### src/hdl/iom_pkg.sv
// Package for the IOC order matcher: payload structs, codes, sizes.
// No dependencies.
package iom_pkg;

  localparam int LEVELS    = 32;
  localparam int IDX_W     = $clog2(LEVELS);
  localparam int CNT_W     = $clog2(LEVELS + 1);
  localparam int PRICE_W   = 20;
  localparam int QTY_W     = 24;
  localparam int REF_W     = 64;
  localparam int ENTRY_W   = PRICE_W + QTY_W;
  localparam int MAX_FILLS = 32;
  localparam int FILL_W    = $clog2(MAX_FILLS + 1);

  typedef enum logic [1:0] {
    CMD_CLEAR = 2'd0,
    CMD_SET   = 2'd1,
    CMD_IOC   = 2'd2,
    CMD_NOP   = 2'd3
  } cmd_t;

  typedef enum logic [2:0] {
    ST_FILL    = 3'd0,
    ST_NOFILL  = 3'd1,
    ST_STORED  = 3'd2,
    ST_FULL    = 3'd3,
    ST_CLEARED = 3'd4
  } status_t;

  typedef enum logic [3:0] {
    S_IDLE,
    S_SRCH_RD,
    S_SRCH_CHK,
    S_SHIFT_RD,
    S_SHIFT_WR,
    S_WRITE,
    S_MATCH_RD,
    S_MATCH_CHK,
    S_RESULT
  } fsm_t;

  typedef struct packed {
    logic [1:0]         cmd;
    logic               side;
    logic [PRICE_W-1:0] price;
    logic [QTY_W-1:0]   quantity;
    logic [REF_W-1:0]   order_ref;
  } in_item_t;

  typedef struct packed {
    logic [2:0]         status;
    logic [REF_W-1:0]   trade_ref;
    logic [REF_W-1:0]   order_echo;
    logic               order_side;
    logic [PRICE_W-1:0] fill_price;
    logic [QTY_W-1:0]   fill_quantity;
    logic [QTY_W-1:0]   remaining_quantity;
    logic               last;
  } out_item_t;

  // One book port: a synchronous RAM access request.
  typedef struct packed {
    logic               we;
    logic               tbl;   // 0 bid, 1 ask
    logic [IDX_W-1:0]   waddr;
    logic [ENTRY_W-1:0] wdata;
    logic [IDX_W-1:0]   raddr;
  } mem_req_t;

endpackage

### src/hdl/iom_ram.sv
// Generic single-port-write, single-read RAM with registered read data.
// No dependencies.
module iom_ram #(
  parameter int WIDTH = 8,
  parameter int DEPTH = 32
) (
  input  logic                     clk,
  input  logic                     we,
  input  logic [$clog2(DEPTH)-1:0] waddr,
  input  logic [WIDTH-1:0]         wdata,
  input  logic [$clog2(DEPTH)-1:0] raddr,
  output logic [WIDTH-1:0]         rdata
);
  logic [WIDTH-1:0] mem [DEPTH];

  always_ff @(posedge clk) begin
    if (we) begin
      mem[waddr] <= wdata;
    end
    rdata <= mem[raddr];
  end
endmodule

### src/hdl/iom_book.sv
// Both sides of the book: one RAM per side holding {price, volume}.
// Depends on iom_pkg and iom_ram.
module iom_book (
  input  logic                      clk,
  input  iom_pkg::mem_req_t         req,
  output logic [iom_pkg::ENTRY_W-1:0] rdata
);
  import iom_pkg::*;

  logic [ENTRY_W-1:0] bid_rd;
  logic [ENTRY_W-1:0] ask_rd;
  logic               tbl_r;

  iom_ram #(.WIDTH(ENTRY_W), .DEPTH(LEVELS)) u_bid (
    .clk(clk), .we(req.we && !req.tbl), .waddr(req.waddr), .wdata(req.wdata),
    .raddr(req.raddr), .rdata(bid_rd)
  );

  iom_ram #(.WIDTH(ENTRY_W), .DEPTH(LEVELS)) u_ask (
    .clk(clk), .we(req.we && req.tbl), .waddr(req.waddr), .wdata(req.wdata),
    .raddr(req.raddr), .rdata(ask_rd)
  );

  always_ff @(posedge clk) begin
    tbl_r <= req.tbl;
  end

  assign rdata = tbl_r ? ask_rd : bid_rd;
endmodule

### config.mk
export PLATFORM = sky130hd
export DESIGN_NAME = iom_book
export DESIGN_NICKNAME = d
export VERILOG_FILES = /design/src/hdl/iom_pkg.sv /design/src/hdl/iom_ram.sv /design/src/hdl/iom_book.sv
export SDC_FILE = /design/constraint.sdc
export NUM_CORES = 2
export LEC_CHECK = 0
export BUFFER_PORTS_ARGS = -buffer_cell sky130_fd_sc_hd__buf_2
export CORE_MARGIN = 2
export CORE_UTILIZATION = 57
export CTS_CLUSTER_DIAMETER = 50
export DETAILED_ROUTE_END_ITERATION = 6
export PLACE_DENSITY = 0.73
export SYNTH_ARGS = -nofsm -noshare
export SYNTH_HDL_FRONTEND = slang
export SYNTH_HIERARCHICAL = 1
export SYNTH_SLANG_ARGS = --single-unit
### constraint.sdc
create_clock -name clk -period 8 [get_ports clk]
set_clock_uncertainty 0.05 [all_clocks]
set_input_delay 2.4 -clock clk [delete_from_list [all_inputs] [get_ports clk]]
set_output_delay 2.4 -clock clk [all_outputs]
set_load 0.005 [all_outputs]
After elaboration in Yosys (flattened, before gate mapping)
Memory sizes are Yosys's and may differ from the RTL's. A register that Yosys moved wholly into a read port is not among the register bits. Cells that the tools add are included.

Memories: 2. RAM bits: 2816. Register bits after elaboration: 1. Word-level logic and storage cells: 11. Input port bits: 57.

Multiplexer cells: 5. Reduce and logical (&&, ||, !) cells: 3.

Memory list: u_ask.mem (depth 32, bits a word 44, rd ports 1, clocked after Yosys merged registers in 1, write ports 1, line iom_ram.sv:14) `logic [WIDTH-1:0] mem [DEPTH];`; u_bid.mem (depth 32, bits a word 44, rd ports 1, clocked after Yosys merged registers in 1, write ports 1, line iom_ram.sv:14).

Operators by type and width (count): $mux W44 (1); $mux W1 (4); $logic_and A1 B1 Y1 (2); $logic_not A1 Y1 (1).

Logic depth before layout (Yosys ltp)
Depth after elaboration: 4. Gate-level depth with buffers: 8. Mapped depth without buffers: 5.

By module
The synthesis kept the hierarchy.

Modules (own cells, without submodules): iom_ram (cells an instance 3090, area each 55532.0 um^2, instances 2, seq. area each 43161.4 um^2); iom_book (cells an instance 52, area each 769.5 um^2, instances 1, seq. area each 20.0 um^2).

Worst setup path after synthesis
No wires, ideal clock.

Path type: in2reg. From: input port req[55] in the netlist's numbering. To: memory u_bid/mem[12][0] in the netlist's numbering, enable pin. Arrival: 5.107 ns. Required time: 7.504 ns. Path slack: 2.398 ns. Cell stages on the path: 4. Path buffers: 1. Cell sequence: nor2b_1 -> or3b_2 -> clkbuf_1 -> nor2_1.

Cells in the longest elaborated chain, start to end: 3.

Ends and longest elaborated chain: start: declaration (line iom_book.sv:5) `input iom_pkg::mem_req_t req,`; $logic_and A1 B1 Y1 (line iom_book.sv:15) `.clk(clk), .we(req.we && !req.tbl), .waddr(req.waddr), .wdata(req.wdata),`; $mux W1 (line iom_ram.sv:17) `if (we) begin`; $mux W1 (implied by the code) (line iom_ram.sv:18) `mem[waddr] <= wdata;`; end: declaration (line iom_ram.sv:14).

No other way between the ends.

Worst setup path after layout
From: register tbl_r. To: output port rdata[43] in the netlist's numbering.

Cells in the longest elaborated chain, start to end: 1.

Ends and longest elaborated chain: start: declaration (line iom_book.sv:12) `logic tbl_r;`; start signal: assignment (line iom_book.sv:25) `tbl_r <= req.tbl;`; $mux W44 (line iom_book.sv:28) `assign rdata = tbl_r ? ask_rd : bid_rd;`; end: declaration (line iom_book.sv:6) `output logic [iom_pkg::ENTRY_W-1:0] rdata`.

No other way between the ends.

==> impl_metrics.tcl <==
set metrics [dict create \
    ctsHoldBuffers 0 \
    ys_seq_area_share_pct 77.2 \
    grt_antenna_before_repair 9 \
    drive_above_1_share_pct 12.5 \
    h-tree-depth 5 \
    criticalPathCategory "register to output port" \
    initial_core_util_pct 57.4 \
    cts_tree "done" \
    cts_buffer_depth 4 \
    p_int_uw 25100 \
    wl_met1_mm 110 \
    slew_violations 0 \
    timing.rr.end "u_bid/rdata[36]$_DFF_P_" \
    post_drt_wl_per_cell_um 30.3 \
    dr.first_iter.drc_count 7023 \
    clkLatencyLatePin_ns 0.94 \
    fin_nets 6520 \
    area_growth_pct 11.9 \
    synth_most_common_cell "edfxtp_1" \
    vias 59688 \
    ys_ff_latch 2905 \
    reg2reg_depth 5 \
    min_period_over_period_pct 65.5 \
    yosys.area.top_type "edfxtp_1" \
    first_pass_iters 6 \
    start_kind "register" \
    hold_start "u_bid/mem[26][43]$_DFFE_PP_" \
    whs_path_depth 4 \
    stdcell_area_um2 125000 \
    p_sw_share_pct 21.3 \
    syn_area_um2 112000 \
    cp_max_fo 40 \
    cp_data_required_time_ns 5.55 \
    seq_area_um2 86300 \
    clk_pin_slew_ns 0.06 \
    yosys_most_used_dff "edfxtp_1" \
    max_freq_mhz 191 \
    synth_area_per_cell_um2 17.9 \
    cap_violations 0 \
    coreArea_um2 195000 \
    gp_congestion 0.839 \
    mappedNetlistNets 6289 \
    grt_use_total_pct 28.0 \
    crit_arrival_ns 2.79 \
    synth_common_cells "2,816 x edfxtp_1, 1,408 x mux2i_1, 268 x nand2_1, 268 x nand3_1" \
    p_switching_uw 6790 \
    setup_viol 0 \
    dpl.hpwl_mm 158 \
    max_slew_margin_pct 6.29 \
    worstReg2RegStart "u_bid/mem[1][36]$_DFFE_PP_" \
    synth_top_area_share_pct 75.6 \
    synth-edff-count 2816 \
    vdd_drop_max_uv 243 \
    cts_root_buffer "clkbuf_16" \
    clock_sinks 2905 \
    period_minus_slack_ns 5.24 \
    worst_pin_slew_ns 1.41 \
    wl_met2_mm 134 \
    die_area_um2 200000 \
    rows 162 \
    ys_types 28 \
    leakage_uw 0.0436 \
    hold_path_class "register to register" \
    cp-end-kind "output port" \
    tns_ns 0 \
    post_cts_buffers 0 \
    status "complete, no violations" \
    reg2reg_slack_ns 6.06 \
    rsz0062_at_grt "no" \
    io_pins 101 \
    grt_pass1_wl_mm 404 \
    grt_max_degree 125 \
    io_buffers 100 \
    clkPwrFrac_pct 41.8 \
    vias_per_cell 6.41 \
    die_x_um 447 \
    hold_violations 0 \
    routed_wl_mm 282 \
    cts_resized 0 \
    syn_inst 6232 \
    whs_endpoint "u_bid/rdata[43]$_DFF_P_" \
    grt_overflow_total 0 \
    drc 0 \
    top_layer "met5" \
    multi_input_area_um2 24000 \
    fillCellCount 13093 \
    async_reset_ff_share_pct 0 \
    die_h_um 447 \
    combPwrFrac_pct 5.1 \
    grt_pass1_vias 58115 \
    yosysWarnings 6 \
    synthTopCellsByArea "edfxtp_1 76%, mux2i_1 13%, a22oi_1 1.8%" \
    cts_buffers 301 \
    power_density_nw_per_um2 255 \
    met3_length_mm 26.2 \
    detail-route-antenna-nets 0 \
    place_area_um2 116000 \
    seqPwrFrac_pct 53.1 \
]
==> layout make-up <==
class                      count  area share [%]
clock inverter               132           0.930
multi-input combinational   2968            19.1
clock buffer                 389            6.52
antenna                        5          0.0100
timing repair buffer         287            1.79
sequential                  2905            69.0
tap                         2624            2.62
==> cells by family (layout without fill, tap and decap cells) <==
family / count (synthesis) / count (layout) / synth area share, %
other: 0 / 5 / 0
flip-flops: 2905 / 2905 / 77.2
buffers and inverters: 359 / 808 / 1.86
multiplexers: 1452 / 1452 / 13.2
AND/OR/NAND/NOR: 724 / 724 / 2.93
AO/OA/AOI/OAI: 792 / 792 / 4.82
==> per-layer routing <==
metal | vias to the layer above | GRT usage, %
li1 | 25211 | -
met1 | 30670 | 39.2
met2 | 3293 | 44.4
met3 | 504 | 4.96
met4 | 10 | 10.2
met5 | - | 0
==> power groups by stage <==
stage / clock (µW) / sequential [µW] / combinational [µW]
after floorplan: 0 / 17200 / 895
after global placement: 0 / 17300 / 1590
after detailed placement: 0 / 17300 / 1620
after CTS: 13500 / 17000 / 1620
after global routing: 14100 / 16900 / 1710
final: 13300 / 17000 / 1630
==> worst max-delay path by stage <==
stage	startpoint	endpoint
after floorplan	req[55]	u_bid/mem[12][0]$_DFFE_PP_
after global placement	req[54]	u_ask/mem[10][20]$_DFFE_PP_
after detailed placement	req[54]	u_ask/mem[31][19]$_DFFE_PP_
final	tbl_r$_DFF_P_	rdata[43]
after CTS	tbl_r$_DFF_P_	rdata[43]
after global routing	tbl_r$_DFF_P_	rdata[43]
==> stage by stage <==
stage                     cells  hold WS (ns)  util (%)  power (µW)  setup slack, ns
after floorplan            6232         0.503         -       18100             2.40
after global placement     8784         0.530      59.4       18900             2.21
after detailed placement   8784         0.535      59.4       18900             2.18
after CTS                  9305         0.526      64.2       32000             2.73
after global routing       9306         0.587      64.2       32700             2.73
final                      9310         0.529      64.2       31900             2.76
==> worst max-delay path, stage by stage, from the launching register on <==
cell     delay (ns)
dfxtp_4        0.41
buf_4          0.75
mux2_2         0.45
buf_2          0.13
==> flip-flops by register name, indices dropped and copies added (netlist names) <==
name and flops:
u_ask/rdata 44, tbl_r 1, u_ask/mem 1408, u_bid/mem 1408, u_bid/rdata 44
==> cells in the final DEF, fill, tap and decap left out, types with 5 or more instances in the layout <==
cell        instances
dfxtp_1            88
a22oi_1           264
a31oi_1            88
a21oi_1           264
a22o_1            176
nor2_4             66
clkbuf_16         307
buf_12             27
mux2_4             40
clkbuf_8           17
nand2_1           266
buf_2              99
or3b_2              6
inv_6               6
mux2i_1          1408
nand3_1           268
nor3_1             88
clkinv_2           54
edfxtp_1         2816
clkinv_1           38
clkinvlp_4          8
diode_2             5
buf_4             161
clkbuf_1           65
bufinv_16          18
nand3b_1           10
Power figures use the tool's default switching activity.
